### config.mk
export PLATFORM = sky130hd
export DESIGN_NAME = systick_down_counter_timer_top
export DESIGN_NICKNAME = d
export VERILOG_FILES = /design/src/rtl/sdct_pkg.sv /design/src/rtl/sdct_in_reg.sv /design/src/rtl/sdct_core.sv /design/src/rtl/systick_down_counter_timer_top.sv
export SDC_FILE = /design/constraint.sdc
export NUM_CORES = 1
export LEC_CHECK = 0
export ABC_AREA = 0
export BUFFER_PORTS_ARGS = -buffer_cell sky130_fd_sc_hd__buf_2
export CORE_MARGIN = 5
export CORE_UTILIZATION = 30
export CTS_BUF_LIST = sky130_fd_sc_hd__clkbuf_16
export DETAILED_ROUTE_END_ITERATION = 10
export GPL_TIMING_DRIVEN = 0
export PLACE_DENSITY = 0.56
export SYNTH_ARGS = -nofsm -noshare
export SYNTH_HDL_FRONTEND = slang
export SYNTH_SLANG_ARGS = --single-unit
### constraint.sdc
create_clock -name clk_i -period 9.27 [get_ports clk_i]
set_clock_uncertainty 0.15 [all_clocks]
set_input_delay 1.3905 -clock clk_i [delete_from_list [all_inputs] [get_ports clk_i]]
set_output_delay 1.3905 -clock clk_i [all_outputs]
set_load 0.05 [all_outputs]
### src/rtl/sdct_pkg.sv
`timescale 1ns / 1ps
`default_nettype none

package sdct_pkg;

  // Counter geometry
  localparam int COUNT_WIDTH = 24;
  localparam int SLOW_DIVIDE = 8;
  localparam int PRE_W       = $clog2(SLOW_DIVIDE);

  // Field widths
  localparam int REQ_W     = 2;
  localparam int SEL_W     = 2;
  localparam int DATA_W    = 32;
  localparam int ELAPSED_W = 24;

  // Stream packing
  localparam int IN_TDATA_W  = DATA_W;                // write_data
  localparam int IN_TUSER_W  = REQ_W + SEL_W;         // req_type, reg_sel
  localparam int OUT_USED_W  = DATA_W + 1 + ELAPSED_W;
  localparam int OUT_TDATA_W = ((OUT_USED_W + 7) / 8) * 8;

  // CTRL bit positions
  localparam int CTRL_EN_BIT   = 0;
  localparam int CTRL_INT_BIT  = 1;
  localparam int CTRL_SRC_BIT  = 2;
  localparam int CTRL_FLAG_BIT = 16;

  // Request kinds
  localparam logic [REQ_W-1:0] REQ_TICK  = 2'd0;
  localparam logic [REQ_W-1:0] REQ_READ  = 2'd1;
  localparam logic [REQ_W-1:0] REQ_WRITE = 2'd2;

  // Register selects
  localparam logic [SEL_W-1:0] REG_CTRL = 2'd0;
  localparam logic [SEL_W-1:0] REG_LOAD = 2'd1;
  localparam logic [SEL_W-1:0] REG_VAL  = 2'd2;

  typedef struct packed {
    logic [REQ_W-1:0]  req_type;
    logic [SEL_W-1:0]  reg_sel;
    logic [DATA_W-1:0] write_data;
  } item_t;

  typedef struct packed {
    logic [ELAPSED_W-1:0] elapsed;
    logic                 irq;
    logic [DATA_W-1:0]    read_data;
  } result_t;

  // Handshake between the input stage and the core
  typedef struct packed {
    logic valid;
    item_t item;
  } item_chan_t;

endpackage

`default_nettype wire

### src/rtl/sdct_in_reg.sv
`timescale 1ns / 1ps
`default_nettype none

module sdct_in_reg (
  input  logic                         clk_i,
  input  logic                         rst_ni,
  input  logic                         in_valid_i,
  output logic                         in_ready_o,
  input  sdct_pkg::item_t              in_item_i,
  output sdct_pkg::item_chan_t         out_chan_o,
  input  logic                         out_ready_i
);
  import sdct_pkg::*;

  logic  valid_q, valid_d;
  item_t item_q;
  logic  take;

  assign in_ready_o = !valid_q || out_ready_i;
  assign take       = in_valid_i && in_ready_o;

  always_comb begin
    valid_d = valid_q;
    if (take) begin
      valid_d = 1'b1;
    end else if (out_ready_i) begin
      valid_d = 1'b0;
    end
  end

  always_ff @(posedge clk_i or negedge rst_ni) begin
    if (!rst_ni) begin
      valid_q <= 1'b0;
    end else begin
      valid_q <= valid_d;
    end
  end

  always_ff @(posedge clk_i) begin
    if (take) begin
      item_q <= in_item_i;
    end
  end

  assign out_chan_o.valid = valid_q;
  assign out_chan_o.item  = item_q;

endmodule

`default_nettype wire

### src/rtl/sdct_core.sv
`timescale 1ns / 1ps
`default_nettype none

module sdct_core (
  input  logic                   clk_i,
  input  logic                   rst_ni,
  input  logic                   cfg_wr_i,
  input  logic                   cfg_single_shot_i,
  input  sdct_pkg::item_chan_t   in_chan_i,
  output logic                   in_ready_o,
  output logic                   res_valid_o,
  input  logic                   res_ready_i,
  output sdct_pkg::result_t      res_o
);
  import sdct_pkg::*;

  logic                   single_shot_q;
  logic                   run_q, run_d;
  logic                   int_en_q, int_en_d;
  logic                   fast_q, fast_d;
  logic                   flag_q, flag_d;
  logic [COUNT_WIDTH-1:0] reload_q, reload_d;
  logic [COUNT_WIDTH-1:0] cur_q, cur_d;
  logic [PRE_W-1:0]       pre_q, pre_d;
  logic [PRE_W:0]         pre_inc;
  logic [COUNT_WIDTH-1:0] dec;
  logic [COUNT_WIDTH-1:0] diff;
  logic                   counts;
  logic                   fired;
  logic [DATA_W-1:0]      rd;
  logic                   res_valid_q, res_valid_d;
  result_t                res_q;
  logic                   adv;
  item_t                  it;

  assign it         = in_chan_i.item;
  assign in_ready_o = !res_valid_q || res_ready_i;
  assign adv        = in_chan_i.valid && in_ready_o;

  always_comb begin
    run_d    = run_q;
    int_en_d = int_en_q;
    fast_d   = fast_q;
    flag_d   = flag_q;
    reload_d = reload_q;
    cur_d    = cur_q;
    pre_d    = pre_q;
    pre_inc  = {1'b0, pre_q} + (PRE_W+1)'(1);
    dec      = cur_q - COUNT_WIDTH'(1);
    counts   = 1'b0;
    fired    = 1'b0;
    rd       = '0;

    case (it.req_type)
      REQ_TICK: begin
        if (run_q) begin
          if (fast_q) begin
            counts = 1'b1;
          end else if (pre_inc >= (PRE_W+1)'(SLOW_DIVIDE)) begin
            counts = 1'b1;
            pre_d  = '0;
          end else begin
            pre_d = pre_inc[PRE_W-1:0];
          end
          if (counts) begin
            if (cur_q == '0) begin
              cur_d = reload_q;
            end else begin
              cur_d = dec;
              if (dec == '0) begin
                flag_d = 1'b1;
                fired  = int_en_q;
                if (single_shot_q) begin
                  run_d    = 1'b0;
                  reload_d = '0;
                  cur_d    = '0;
                end
              end
            end
          end
        end
      end
      REQ_READ: begin
        case (it.reg_sel)
          REG_CTRL: begin
            rd[CTRL_EN_BIT]   = run_q;
            rd[CTRL_INT_BIT]  = int_en_q;
            rd[CTRL_SRC_BIT]  = fast_q;
            rd[CTRL_FLAG_BIT] = flag_q;
            flag_d            = 1'b0;  // clear on read
          end
          REG_LOAD: rd = DATA_W'(reload_q);
          REG_VAL:  rd = DATA_W'(cur_q);
          default:  rd = '0;
        endcase
      end
      REQ_WRITE: begin
        case (it.reg_sel)
          REG_CTRL: begin
            run_d    = it.write_data[CTRL_EN_BIT];
            int_en_d = it.write_data[CTRL_INT_BIT];
            fast_d   = it.write_data[CTRL_SRC_BIT];
          end
          REG_LOAD: reload_d = it.write_data[COUNT_WIDTH-1:0];
          REG_VAL: begin
            cur_d  = '0;
            flag_d = 1'b0;
          end
          default: ;
        endcase
      end
      default: ;
    endcase

    diff = reload_d - cur_d;
  end

  always_comb begin
    res_valid_d = res_valid_q;
    if (adv) begin
      res_valid_d = 1'b1;
    end else if (res_ready_i) begin
      res_valid_d = 1'b0;
    end
  end

  always_ff @(posedge clk_i or negedge rst_ni) begin
    if (!rst_ni) begin
      single_shot_q <= 1'b0;
      run_q         <= 1'b0;
      int_en_q      <= 1'b0;
      fast_q        <= 1'b0;
      flag_q        <= 1'b0;
      reload_q      <= '0;
      cur_q         <= '0;
      pre_q         <= '0;
      res_valid_q   <= 1'b0;
    end else begin
      res_valid_q <= res_valid_d;
      if (cfg_wr_i) begin
        single_shot_q <= cfg_single_shot_i;
      end
      if (adv) begin
        run_q    <= run_d;
        int_en_q <= int_en_d;
        fast_q   <= fast_d;
        flag_q   <= flag_d;
        reload_q <= reload_d;
        cur_q    <= cur_d;
        pre_q    <= pre_d;
      end
    end
  end

  always_ff @(posedge clk_i) begin
    if (adv) begin
      res_q.read_data <= rd;
      res_q.irq       <= fired;
      res_q.elapsed   <= ELAPSED_W'(diff);
    end
  end

  assign res_valid_o = res_valid_q;
  assign res_o       = res_q;

endmodule

`default_nettype wire

### src/rtl/systick_down_counter_timer_top.sv
// Channel | Dir | Handshake                        | Word layout (low bit up)
// s_axis  | in  | s_axis_tvalid_i / s_axis_tready_o | tdata: write_data[31:0]
//         |     |                                  | tuser: req_type[1:0], reg_sel[3:2]
// m_axis  | out | m_axis_tvalid_o / m_axis_tready_i | tdata: read_data[31:0], irq[32],
//         |     |                                  |        elapsed[56:33], zeros[63:57]
// cfg     | in  | cfg_valid_i / cfg_ready_o        | cfg_data_i: single_shot
//
// One word per cycle sustained while m_axis is not stalled. A word accepted on s_axis
// passes one input register, then the counter update and result register, to m_axis.
// Reset (rst_ni low, async) clears the counter, CTRL, LOAD, VAL, prescaler and
// single_shot. A stalled m_axis fills the input register, then drops s_axis_tready_o.
// cfg_ready_o is always high.
`timescale 1ns / 1ps
`default_nettype none

module systick_down_counter_timer_top (
  input  logic                                 clk_i,
  input  logic                                 rst_ni,
  // slave stream: tdata = write_data; tuser = req_type, reg_sel
  input  logic                                 s_axis_tvalid_i,
  output logic                                 s_axis_tready_o,
  input  logic [sdct_pkg::IN_TDATA_W-1:0]      s_axis_tdata_i,
  input  logic [sdct_pkg::IN_TUSER_W-1:0]      s_axis_tuser_i,
  // master stream: tdata = read_data, irq, elapsed, zero fill
  output logic                                 m_axis_tvalid_o,
  input  logic                                 m_axis_tready_i,
  output logic [sdct_pkg::OUT_TDATA_W-1:0]     m_axis_tdata_o,
  // configuration: single_shot
  input  logic                                 cfg_valid_i,
  output logic                                 cfg_ready_o,
  input  logic                                 cfg_data_i
);
  import sdct_pkg::*;

  item_t      in_item;
  item_chan_t core_chan;
  logic       core_ready;
  result_t    res;

  assign in_item.req_type   = s_axis_tuser_i[REQ_W-1:0];
  assign in_item.reg_sel    = s_axis_tuser_i[REQ_W +: SEL_W];
  assign in_item.write_data = s_axis_tdata_i;

  assign cfg_ready_o = 1'b1;

  sdct_in_reg u_in_reg (
    .clk_i       (clk_i),
    .rst_ni      (rst_ni),
    .in_valid_i  (s_axis_tvalid_i),
    .in_ready_o  (s_axis_tready_o),
    .in_item_i   (in_item),
    .out_chan_o  (core_chan),
    .out_ready_i (core_ready)
  );

  sdct_core u_core (
    .clk_i             (clk_i),
    .rst_ni            (rst_ni),
    .cfg_wr_i          (cfg_valid_i && cfg_ready_o),
    .cfg_single_shot_i (cfg_data_i),
    .in_chan_i         (core_chan),
    .in_ready_o        (core_ready),
    .res_valid_o       (m_axis_tvalid_o),
    .res_ready_i       (m_axis_tready_i),
    .res_o             (res)
  );

  assign m_axis_tdata_o = OUT_TDATA_W'(res);

endmodule

`default_nettype wire

# After elaboration in Yosys (flattened, before gate mapping)
# Cells that the tools add are included.
# W data, S select, Z words.
[classes] addsub=3 magnitude_cmp=1 n_eq_ne=11 muxes=41 n_bitwise=5 n_reduce_logical=19
[op_table] op="$mux W24" count=12
[op_table] op="$pmux W24 S2" count=2
[op_table] op="$logic_not A24 Y1" count=2
[op_table] op="$pmux W13 S2" count=1
[op_table] op="$sub A24 B1 Y24 const B" count=1
[op_table] op="$sub A24 B24 Y24" count=1
[op_table] op="$mux W1" count=20
[op_table] op="$pmux W7 S2" count=1
[op_table] op="$ne A2 B1 Y1 const B" count=5
[op_table] op="$pmux W3 S3" count=1
[op_table] op="$reduce_and A8 Y1" count=1
[op_table] op="$pmux W1 S3" count=2
[op_table] op="$reduce_and A3 Y1" count=2
[op_table] op="$reduce_bool A2 Y1" count=3
[op_table] op="$not A1 Y1" count=5
[op_table] op="$reduce_or A5 Y1" count=1
[op_table] op="$add A3 B1 Y4 const B" count=1
[op_table] op="$eq A2 B1 Y1 const B" count=2
[op_table] op="$eq A2 B2 Y1 const B" count=2
[op_table] op="$ge A4 B4 Y1 const B" count=1
[op_table] op="$logic_not A2 Y1" count=2
[op_table] op="$ne A2 B2 Y1 const B" count=2
[op_table] op="$reduce_and A4 Y1" count=1
[op_table] op="$mux W3" count=1
[op_table] op="5 further kinds" count=8
[word_totals] reg_bits=143 inputBits=42 out_inout_bits=67 wordCells=96

# Longest topological paths before layout
# Gate-level depths: netlist (run 1).
[logic_depth] depth_word=10 depth_mapped=23 depth_no_buf=21

# Hierarchy
# Synthesis (run 1) repeated with hierarchy kept, for this count alone.
[unflattened] cells_unflattened=902 hier_area_um2=8594.5
[by_module_without_submodules] mod="sdct_core" n_inst=1 cells_each=851 area_per_inst_um2=7384.6 seq_area_each_um2=2897.8
[by_module_without_submodules] mod="sdct_in_reg" n_inst=1 cells_each=41 area_per_inst_um2=1142.3 seq_area_each_um2=1106.1
[by_module_without_submodules] mod="systick_down_counter_timer_top" n_inst=1 cells_each=10 area_per_inst_um2=67.6 seq_area_each_um2=0.0

# Least setup slack after synthesis (run 1)
# Ideal clock, no wire load.
[synth_timing] path_type="reg2reg" startpoint="register u_core.cur_q[10]" endpoint="register u_core.res_q, in the netlist u_core.res_o[56], data pin" t_arrival_ns=5.578 slack_ns=3.282 stages_incl_launch_ff=22 n_path_buf=2 synth_period_minus_slack_ns=5.988 path_cell_list="dfrtp_1 -> buf_4 -> or3_4 -> or3_1 -> or4_1 -> or4b_1 -> a2111oi_4 -> a21oi_1 -> buf_2 -> o21ai_0 -> o21ai_0 -> a21oi_1 -> ha_1 -> o21a_1 -> o31a_1 -> o21ai_0 -> a211oi_1 -> o41ai_1 -> o31ai_1 -> a211oi_1 -> a21oi_1 -> xnor2_1"
[synth_via] elab_chain_cells=8 elab_cells_between_ends=16 cone_classes="2 x add/sub; 12 x mux; 2 x reduce/logical"
[synth_rtl] element="from (decl)" line_no="sdct_core.sv:23" text="logic [COUNT_WIDTH-1:0] cur_q, cur_d;"
[synth_rtl] element="from (signal assigned)" line_no="sdct_core.sv:149" text="cur_q <= cur_d;"
[synth_rtl] element="$sub A24 B1 Y24" line_no="sdct_core.sv:49" text="dec = cur_q - COUNT_WIDTH'(1);"
[synth_rtl] element="$logic_not A24 Y1 or $mux W24 (tied branches)" line_no="sdct_core.sv:70, sdct_core.sv:73"
[synth_rtl] element="$mux W24" line_no="sdct_core.sv:70" text="if (dec == '0) begin"
[synth_rtl] element="$mux W24" line_no="sdct_core.sv:66" text="if (cur_q == '0) begin"
[synth_rtl] element="$mux W24" line_no="sdct_core.sv:65" text="if (counts) begin"
[synth_rtl] element="$mux W24" line_no="sdct_core.sv:56" text="if (run_q) begin"
[synth_rtl] element="$pmux W24 S2" line_no="sdct_core.sv:54" text="case (it.req_type)"
[synth_rtl] element="$sub A24 B24 Y24 (*)" line_no="sdct_core.sv:115" text="diff = reload_d - cur_d;"
[synth_rtl] element="named net u_core.diff[23]" line_no="sdct_core.sv:27" text="logic [COUNT_WIDTH-1:0] diff;"
[synth_rtl] element="to (decl)" line_no="sdct_core.sv:32" text="result_t res_q;"
# Mark *: on every way through the listed nets, which the timed path passes. The rest lies on a longest branch.
# A chain may end at the register's enable or synchronous reset.

# Final worst setup path (run 1)
[layout_timing] startpoint="register u_core.cur_q[4]" endpoint="register u_core.res_q, in the netlist u_core.res_o[56], data pin"
# Same word-level chain as after synthesis.

==> impl_metrics.tcl, run 1 <==
set metrics [dict create \
    syn_area_sq_um 8220 \
    drt_iter0_drc 642 \
    min_period_ns 7.88 \
    post_dp_cell_area_sq_um 9120 \
    cp-end-kind "flop" \
    synth_seq_area_share_pct 45.8 \
    ir_drop_v 0.000144 \
    critPathArrivalTime_ns 7.91 \
    ctsRootBufferMaster "clkbuf_16" \
    synth_warnings 0 \
    grt_max_degree 59 \
    worstMarginPinSlew_ns 1.32 \
    ys.flop_type "edfxtp_1" \
    async_reset_ff_share_pct 43.0 \
    num_antenna_cells 0 \
    finalPower_mw 3.14 \
    dp_hpwl_um 18500 \
    antenna_found_initial 0 \
    critPathMaxFanout 10 \
    synth_cell_type_count 59 \
    post_cts_buffers 0 \
    dieArea_sq_um 30800 \
    firstDrtPassIters 7 \
    fin_area_sq_um 9690 \
    hold_buffers 0 \
    rsz0062_at_grt "no" \
    finalCritPeriodShare_pct 85.0 \
    ios 109 \
    status "complete, no violations" \
    cts_tree "built" \
    hp-class "reg2reg" \
    finalHoldViolCount 0 \
    cts_resized 0 \
    path_clk_slew_ns 0.06 \
    tns_ns 0 \
    setup_ws_ns 1.39 \
    vias 6998 \
    synth_edf_count 77 \
    maxSlewViolCount 0 \
    wire_per_inst_um 18.7 \
    rows 60 \
    vias_per_cell 5.21 \
    maxCapViolCount 0 \
    slew_headroom_pct 12.3 \
    io_buffers 84 \
    cellLeakagePower_nw 4.01 \
    place_congestion 0.881 \
    clockBufferDepth 2 \
    die_h_um 175 \
    clock_latency_ns 0.43 \
    cts_buffers 17 \
    htree_levels 4 \
    power-per-cell-area_nw_per_um2 324 \
    report.final.setup_viol 0 \
    critPathLaunchType "flop" \
    clock-sinks 135 \
    ant_nets 0 \
    overflow 0 \
    wirelength_um 25000 \
    max_freq_ghz 0.127 \
    synth_cells 871 \
    multi_input_area_sq_um 3960 \
    fillers 2683 \
    grt_pass1_wl_um 39000 \
    drc 0 \
    cp_data_required_time_ns 9.29 \
    ys_ff_latch 135 \
    nNetsFinal 1065 \
    r2r_slack_ns 1.39 \
    start_util_pct 30.5 \
    seqCellArea_sq_um 3760 \
    drive_above_1_share_pct 14.7 \
    whs_ns 0.373 \
    die_w_um 175 \
    dpl_worst_slack_ns 1.52 \
    grt_usage_pct 16.2 \
    grt_pass1_vias 6879 \
    path_class "reg2reg" \
    syn_to_final_growth_pct 17.9 \
    syn_avg_cell_area_sq_um 9.43 \
    core_sq_um 27000 \
]
## layout by cell type (no fill, tap or decap), types with 6 or more instances in the layout
master / instances
buf_2: 85
nand4_1: 8
ha_1: 34
a22oi_1: 30
clkbuf_16: 17
nor2b_1: 7
a21oi_1: 37
a22o_1: 57
inv_1: 48
nor2_1: 67
edfxtp_1: 77
xnor2_1: 22
a21boi_0: 7
nor3_1: 13
dfrtp_1: 58
nor4_1: 10
nand3_1: 15
a21o_1: 10
o21a_1: 6
clkbuf_1: 52
o211ai_1: 6
o21ai_0: 84
and3_1: 8
nand2_1: 103
nand2b_1: 11
buf_4: 18
conb_1: 16
xor2_1: 9
## critical path, cell delays in order, from the launching register on
cell and delay, ns:
dfrtp_1 0.36, clkbuf_1 0.21, nor4_1 0.97, a41oi_1 0.26
nor3_1 0.20, or4b_1 0.53, a2111oi_4 0.54, a21oi_1 0.31
buf_2 0.29, o21ai_0 0.15, o21ai_0 0.13, a21oi_1 0.23
ha_1 0.30, o21a_1 0.20, o31a_1 0.11, o21ai_0 0.29
a211oi_1 0.18, o41ai_1 1.03, o31ai_1 0.32, a211oi_1 0.54
a21oi_1 0.16, xnor2_1 0.16
## layer usage
layer	GRT usage (%)	routed length (um)
met5	0	0
met4	6.47	699
met3	3.29	1400
met2	24.9	11200
met1	22.4	11700
## path summary, 6_finish.rpt
check / start / endpoint / cells after the start
setup / recovery: u_core.cur_q[4]$_DFFE_PN0P_ / u_core.res_o[56]$_DFFE_PP_ / 21
hold / removal: u_core.flag_q$_DFFE_PN0P_ / u_core.flag_q$_DFFE_PN0P_ / 2
setup reg to reg: u_core.cur_q[4]$_DFFE_PN0P_ / u_core.res_o[56]$_DFFE_PP_ / 21
hold reg to reg: u_core.flag_q$_DFFE_PN0P_ / u_core.flag_q$_DFFE_PN0P_ / 2
max in group asynchronous: rst_ni / u_core.reload_q[5]$_DFFE_PN0P_ / 1
min in group asynchronous: rst_ni / u_core.res_valid_o$_DFFE_PN0P_ / 1
## flip-flops by register name, summed over array words and instances (netlist names)
signal and flops:
u_core.res_o 49, u_in_reg.out_chan_o 28, u_core.cur_q 24, u_core.reload_q 24
u_core.pre_q 3, u_core.fast_q 1, u_core.flag_q 1, u_core.int_en_q 1
u_core.res_valid_o 1, u_core.run_q 1, u_core.single_shot_q 1, u_in_reg.valid_q 1
## logic make-up after synthesis
group | count (synthesis) | synth area share, %
compound gates | 272 | 22.7
mux | 6 | 0.777
buf+inv | 123 | 6.70
fa+ha+maj | 35 | 5.42
xor+xnor | 31 | 3.30
other cells | 2 | 0.0914
flops | 135 | 45.8
simple gates | 267 | 15.2
## cells in the mapped netlist, drive strengths merged, types with 12 or more instances
master  number  area [sq um]
a21oi       37           185
a22o        57           499
a22oi       30           225
buf         24           179
clkbuf      53           199
dfrtp       58          1450
edfxtp      77          2310
ha          34           425
inv         46           173
nand2      103           387
nand2b      12          82.6
nand3       15          75.1
nor2        67           251
nor3        13          65.1
o21ai       85           425
xnor2       22           193
## report_power, final
part / switching, mW / total, mW / internal, mW / leakage (nW)
combinational: 1.00 / 1.55 / 0.546 / 2.27
clock: 0.273 / 0.665 / 0.392 / 0.284
sequential: 0.109 / 0.925 / 0.815 / 1.45
total: 1.39 / 3.14 / 1.75 / 4.01
## metrics by stage
step                      instances  utilization [%]
after floorplan                 885                -
after global placement         1310             33.8
after detailed placement       1310             33.8
after CTS                      1342             35.9
after global routing           1342             35.9
final                          1342             35.9
## area by class of cell
cell class,count,area share [%]
buffer,77,3.94
clock buffer,17,4.39
clock inverter,15,1.45
inverter,46,1.78
multi-input combinational,627,40.8
sequential,135,38.8
tap,341,4.40
timing repair buffer,84,4.37
Note: power is estimated with default switching activity, not from simulation.
==> run 2: changes to the inputs <==
--- a/config.mk
+++ b/config.mk
@@ -8,11 +8,11 @@
 export ABC_AREA = 0
 export BUFFER_PORTS_ARGS = -buffer_cell sky130_fd_sc_hd__buf_2
 export CORE_MARGIN = 5
-export CORE_UTILIZATION = 30
+export CORE_UTILIZATION = 55
 export CTS_BUF_LIST = sky130_fd_sc_hd__clkbuf_16
 export DETAILED_ROUTE_END_ITERATION = 10
 export GPL_TIMING_DRIVEN = 0
-export PLACE_DENSITY = 0.56
+export PLACE_DENSITY = 0.86
 export SYNTH_ARGS = -nofsm -noshare
 export SYNTH_HDL_FRONTEND = slang
 export SYNTH_SLANG_ARGS = --single-unit
==> impl_metrics.tcl, run 2 (same netlist as run 1, synthesis figures left out) <==
set metrics [dict create \
    cellLeakagePower_nw 4.01 \
    drive_above_1_share_pct 14.6 \
    overflow 0 \
    ant_nets 0 \
    io_buffers 84 \
    largest_reg_flops 49 \
    die_h_um 132 \
    r2r_slack_ns 1.46 \
    grt_pass1_wl_um 36100 \
    worstMarginPinSlew_ns 1.17 \
    drt_iter0_drc 756 \
    wirelength_um 23200 \
    drc 0 \
    die_w_um 132 \
    ctsRootBufferMaster "clkbuf_16" \
    finalHoldViolCount 0 \
    ios 109 \
    antenna_found_initial 0 \
    p_clk_share_pct 20.4 \
    power-per-cell-area_nw_per_um2 328 \
    critPathMaxFanout 10 \
    min_period_ns 7.81 \
    grt_pass1_vias 7012 \
    cts_resized 0 \
    dp_hpwl_um 16500 \
    wire_per_inst_um 19.5 \
    max_freq_ghz 0.128 \
    core_sq_um 14600 \
    fillers 1137 \
    whs_ns 0.367 \
    vias_per_cell 6.14 \
    syn_to_final_growth_pct 15.5 \
    slew_headroom_pct 21.7 \
    ir_drop_v 0.000152 \
    cp_data_required_time_ns 9.30 \
    p_int_mw 1.75 \
    utilization_pct 65.1 \
    cts_buffers 17 \
    tns_ns 0 \
    maxSlewViolCount 0 \
    cts_tree "built" \
    rows 44 \
    finalCritPeriodShare_pct 84.3 \
    report.final.setup_viol 0 \
    finalPower_mw 3.11 \
    cp-end-kind "flop" \
    dr_wl_met2_um 10700 \
    status "complete, no violations" \
    clock_latency_ns 0.43 \
    top_layer_used "met4" \
    vias 7287 \
    dpl_worst_slack_ns 1.71 \
    hp-class "reg2reg" \
    htree_levels 4 \
    mostFrequentLayoutCells "nand2_1, buf_2, o21ai_0" \
    maxCapViolCount 0 \
    p_switching_mw 1.36 \
    layout.cells.non_filler 1186 \
    post_dp_cell_area_sq_um 8940 \
    combPwrFrac_pct 50.0 \
    dieArea_sq_um 17500 \
    nNetsFinal 1066 \
    final_common_cell "nand2_1" \
    critPathArrivalTime_ns 7.84 \
    grt_max_degree 59 \
    rsz0062_at_grt "no" \
    grt_usage_pct 25.9 \
    setup_ws_ns 1.46 \
    firstDrtPassIters 5 \
    dr_wl_met3_um 2860 \
    wl_met1_um 8810 \
    clockBufferDepth 2 \
    post_cts_buffers 0 \
    netSwitchingFraction_pct 43.8 \
    hold_buffers 0 \
    path_class "reg2reg" \
    num_antenna_cells 0 \
    dp.cells 1154 \
    fin_area_sq_um 9490 \
    path_clk_slew_ns 0.06 \
    place_congestion 0.989 \
    critPathLaunchType "flop" \
    seq_power_share_pct 29.6 \
    clock-sinks 135 \
    start_util_pct 56.3 \
]
[run 2: cell count changes in the layout (fill, tap and decap cells not counted), sizes merged]
cell / before / now
clkinv: 7 / 8
buf: 108 / 109
inv: 50 / 49
[run 2: path summary, 6_finish.rpt]
path                                         startpoint                              to  cells after the start
max                         u_core.cur_q[2]$_DFFE_PN0P_      u_core.res_o[56]$_DFFE_PP_                     20
min                        u_in_reg.valid_q$_DFFE_PN0P_  u_core.res_valid_o$_DFFE_PN0P_                      1
max reg2reg                 u_core.cur_q[2]$_DFFE_PN0P_      u_core.res_o[56]$_DFFE_PP_                     20
min reg2reg                u_in_reg.valid_q$_DFFE_PN0P_  u_core.res_valid_o$_DFFE_PN0P_                      1
max in group asynchronous                        rst_ni     u_core.cur_q[7]$_DFFE_PN0P_                      2
min in group asynchronous                        rst_ni  u_core.res_valid_o$_DFFE_PN0P_                      1
[run 2: critical path, stage by stage (launching register included)]
cell and delay, ns:
dfrtp_1 0.35, clkbuf_1 0.23, nor4_1 0.96, a41oi_1 0.27
nor3_1 0.18, or4b_1 0.53, a2111oi_4 0.54, a21oi_1 0.30
clkbuf_1 0.37, o211ai_1 0.21, and2_1 0.23, ha_1 0.25
nor2b_1 0.14, o31a_1 0.26, o21ai_0 0.37, a211oi_1 0.19
o41ai_1 0.90, o31ai_1 0.28, a211oi_1 0.50, a21oi_1 0.17
xnor2_1 0.16
[run 2: power by group through the flow]
| stage | clock [mW] | combinational [mW] | sequential (mW) |
|---|---|---|---|
| detailed placement | 0 | 1.51 | 0.925 |
| global route | 0.669 | 1.70 | 0.934 |
| finish | 0.636 | 1.56 | 0.921 |
| global placement | 0 | 1.49 | 0.921 |
| floorplan | 0 | 0.991 | 1.11 |
| CTS | 0.640 | 1.53 | 0.915 |
[run 2: layout make-up]
cell class,instances,area [sq um],share of cell area (%)
Clock buffer,17,425,4.48
Inverter,46,173,1.82
Buffer,77,382,4.02
Clock inverter,15,123,1.29
Timing Repair Buffer,85,440,4.64
Multi-Input combinational cell,627,3960,41.7
Sequential cell,135,3760,39.7
Tap cell,184,230,2.43
[run 2: metal layers]
metal  up-vias  global-route usage, %
li1       3380                      -
met1      3367                   32.9
met2       465                   40.5
met3        75                   8.59
met4         0                   11.6
met5         -                      0
==> run 3: changes to the inputs <==
==> constraint.sdc (replaced) <==
create_clock -name clk_i -period 7.49 [get_ports clk_i]
set_clock_uncertainty 0.15 [all_clocks]
set_input_delay 1.1235 -clock clk_i [delete_from_list [all_inputs] [get_ports clk_i]]
set_output_delay 1.1235 -clock clk_i [all_outputs]
set_load 0.05 [all_outputs]
==> impl_metrics.tcl, run 3 (same netlist as run 1, synthesis figures left out) <==
set metrics [dict create \
    final_common_cell "nand2_1" \
    ant_nets 0 \
    ios 109 \
    antenna_found_initial 0 \
    cts_tree "built" \
    grt_pass1_vias 7020 \
    cp-end-kind "flop" \
    min_from "u_in_reg.valid_q$_DFFE_PN0P_" \
    syn_to_final_growth_pct 15.9 \
    ir_drop_v 0.000188 \
    power-per-cell-area_nw_per_um2 407 \
    finalPower_mw 3.87 \
    critPathArrivalTime_ns 7.19 \
    drc 0 \
    r2r-start "u_core.cur_q[0]$_DFFE_PN0P_" \
    min_to "u_core.res_valid_o$_DFFE_PN0P_" \
    wire_per_inst_um 19.5 \
    place_congestion 0.989 \
    num_antenna_cells 0 \
    start_util_pct 56.3 \
    mostFrequentLayoutCells "nand2_1, buf_2, o21ai_0" \
    max_freq_ghz 0.140 \
    holdPathStages 1 \
    reg2reg_to "u_core.res_o[55]$_DFFE_PP_" \
    overflow 0 \
    grt_pass1_wl_um 36200 \
    crit_path_cell_trace "inv_1, ha_1, clkbuf_1, xnor2_1, nand4_1, or4_1, or4b_1, a2111oi_4, a21oi_1, clkbuf_1, o211ai_1, o21ai_0, ha_1, fa_1, nor2b_1, o21ai_0, a21oi_1, o41ai_1, o21ai_1, a211oi_1, o31ai_1, a21oi_1, xnor2_1" \
    cellLeakagePower_nw 4.02 \
    nNetsFinal 1066 \
    fin_area_sq_um 9520 \
    r2r_slack_ns 0.33 \
    path_delay_family "compound AO/OA/AOI/OAI gates" \
    drt_iter0_drc 654 \
    utilization_pct 65.3 \
    grt_usage_pct 25.9 \
    ctsRootBufferMaster "clkbuf_16" \
    firstDrtPassIters 5 \
    met3_usage_pct 8.70 \
    grt_max_degree 59 \
    cp_common_cell "a21oi_1" \
    grt_use_met2_pct 40.6 \
    rsz0062_at_grt "no" \
    crit_buf_inv 3 \
    rows 44 \
    die_w_um 132 \
    slew_headroom_pct 22.8 \
    path_clk_slew_ns 0.06 \
    path_class "reg2reg" \
    critPathLaunchType "flop" \
    finalHoldViolCount 0 \
    core_sq_um 14600 \
    vias_per_cell 6.12 \
    post_dp_cell_area_sq_um 8940 \
    wirelength_um 23100 \
    worstMarginPinSlew_ns 1.16 \
    htree_levels 4 \
    dp_hpwl_um 16500 \
    hp-class "reg2reg" \
    clock-sinks 135 \
    finalCritPeriodShare_pct 95.6 \
    maxCapViolCount 0 \
    maxSlewViolCount 0 \
    drive_above_1_share_pct 14.9 \
    min_period_ns 7.16 \
    cp_data_required_time_ns 7.52 \
    dieArea_sq_um 17500 \
    max_stage_delay_ns 0.55 \
    hold_buffers 0 \
    reg2regPathDepth 23 \
    use_met1_pct 32.8 \
    busiest_layer "met2" \
    clockBufferDepth 2 \
    vias 7260 \
    io_buffers 84 \
    layout.cells.non_filler 1186 \
    clock_latency_ns 0.43 \
    report.final.setup_viol 0 \
    critPathSlowestCell "or4b_1" \
    fillers 1137 \
    cts_buffers 17 \
    critPathMaxFanout 10 \
    die_h_um 132 \
    largest_reg_flops 49 \
    dp.cells 1154 \
    status "complete, no violations" \
]
==> run 3: cell counts in the layout (fill, tap and decap cells not counted) <==
No cell type changed its count.
==> run 3: where the power goes <==
part	internal, mW	switching, mW	total (mW)
clock	0.477	0.310	0.787
combinational	0.688	1.26	1.95
sequential	1.01	0.130	1.14
==> run 3: per-layer routing <==
layer	wire, um	vias to the layer above	share of wire (%)
met4	880	0	3.8
li1	-	3379	-
met2	10700	450	46
met5	0	-	0
met1	8770	3353	38
met3	2810	78	12
==> run 3: stage by stage <==
| stage | setup TNS (ns) | hold slack (ns) | setup slack, ns |
|---|---|---|---|
| 2_1_floorplan | 0 | 0.321 | 1.50 |
| 3_3_place_gp | -0.131 | 0.354 | -0.131 |
| 3_5_place_dp | -0.0727 | 0.368 | -0.0727 |
| 4_1_cts | 0 | 0.369 | 0.294 |
| 5_1_grt | 0 | 0.409 | 0.0964 |
| 6_report | 0 | 0.371 | 0.329 |
==> run 3: timing repair <==
| action | CTS | global route |
|---|---|---|
| endpoints found under the setup margin | 1 | 2 |
| gates resized for setup | 2 | 3 |
| setup buffers | 0 | 0 |
| pin swaps | 0 | 0 |
==> run 3: final cells by class <==
type	instances	area, sq um	share of cell area [%]
clock inverter	15	123	1.29
tap	184	230	2.42
sequential	135	3760	39.5
inverter	46	173	1.81
clock buffer	17	425	4.47
buffer	77	382	4.01
timing repair buffer	85	440	4.63
multi-input combinational	627	3990	41.9
==> run 3: worst max path at each step <==
stage / to / cells past startpoint / startpoint / slack [ns]
floorplan: u_core.res_o[56]$_DFFE_PP_ / 21 / u_core.cur_q[10]$_DFFE_PN0P_ / 1.50
global placement: u_core.res_o[56]$_DFFE_PP_ / 20 / u_core.cur_q[4]$_DFFE_PN0P_ / -0.13
detailed placement: u_core.res_o[56]$_DFFE_PP_ / 20 / u_core.cur_q[4]$_DFFE_PN0P_ / -0.07
CTS: u_core.res_o[56]$_DFFE_PP_ / 22 / u_core.cur_q[0]$_DFFE_PN0P_ / 0.29
global route: u_core.res_o[55]$_DFFE_PP_ / 23 / u_core.cur_q[1]$_DFFE_PN0P_ / 0.1
finish: u_core.res_o[55]$_DFFE_PP_ / 23 / u_core.cur_q[0]$_DFFE_PN0P_ / 0.33
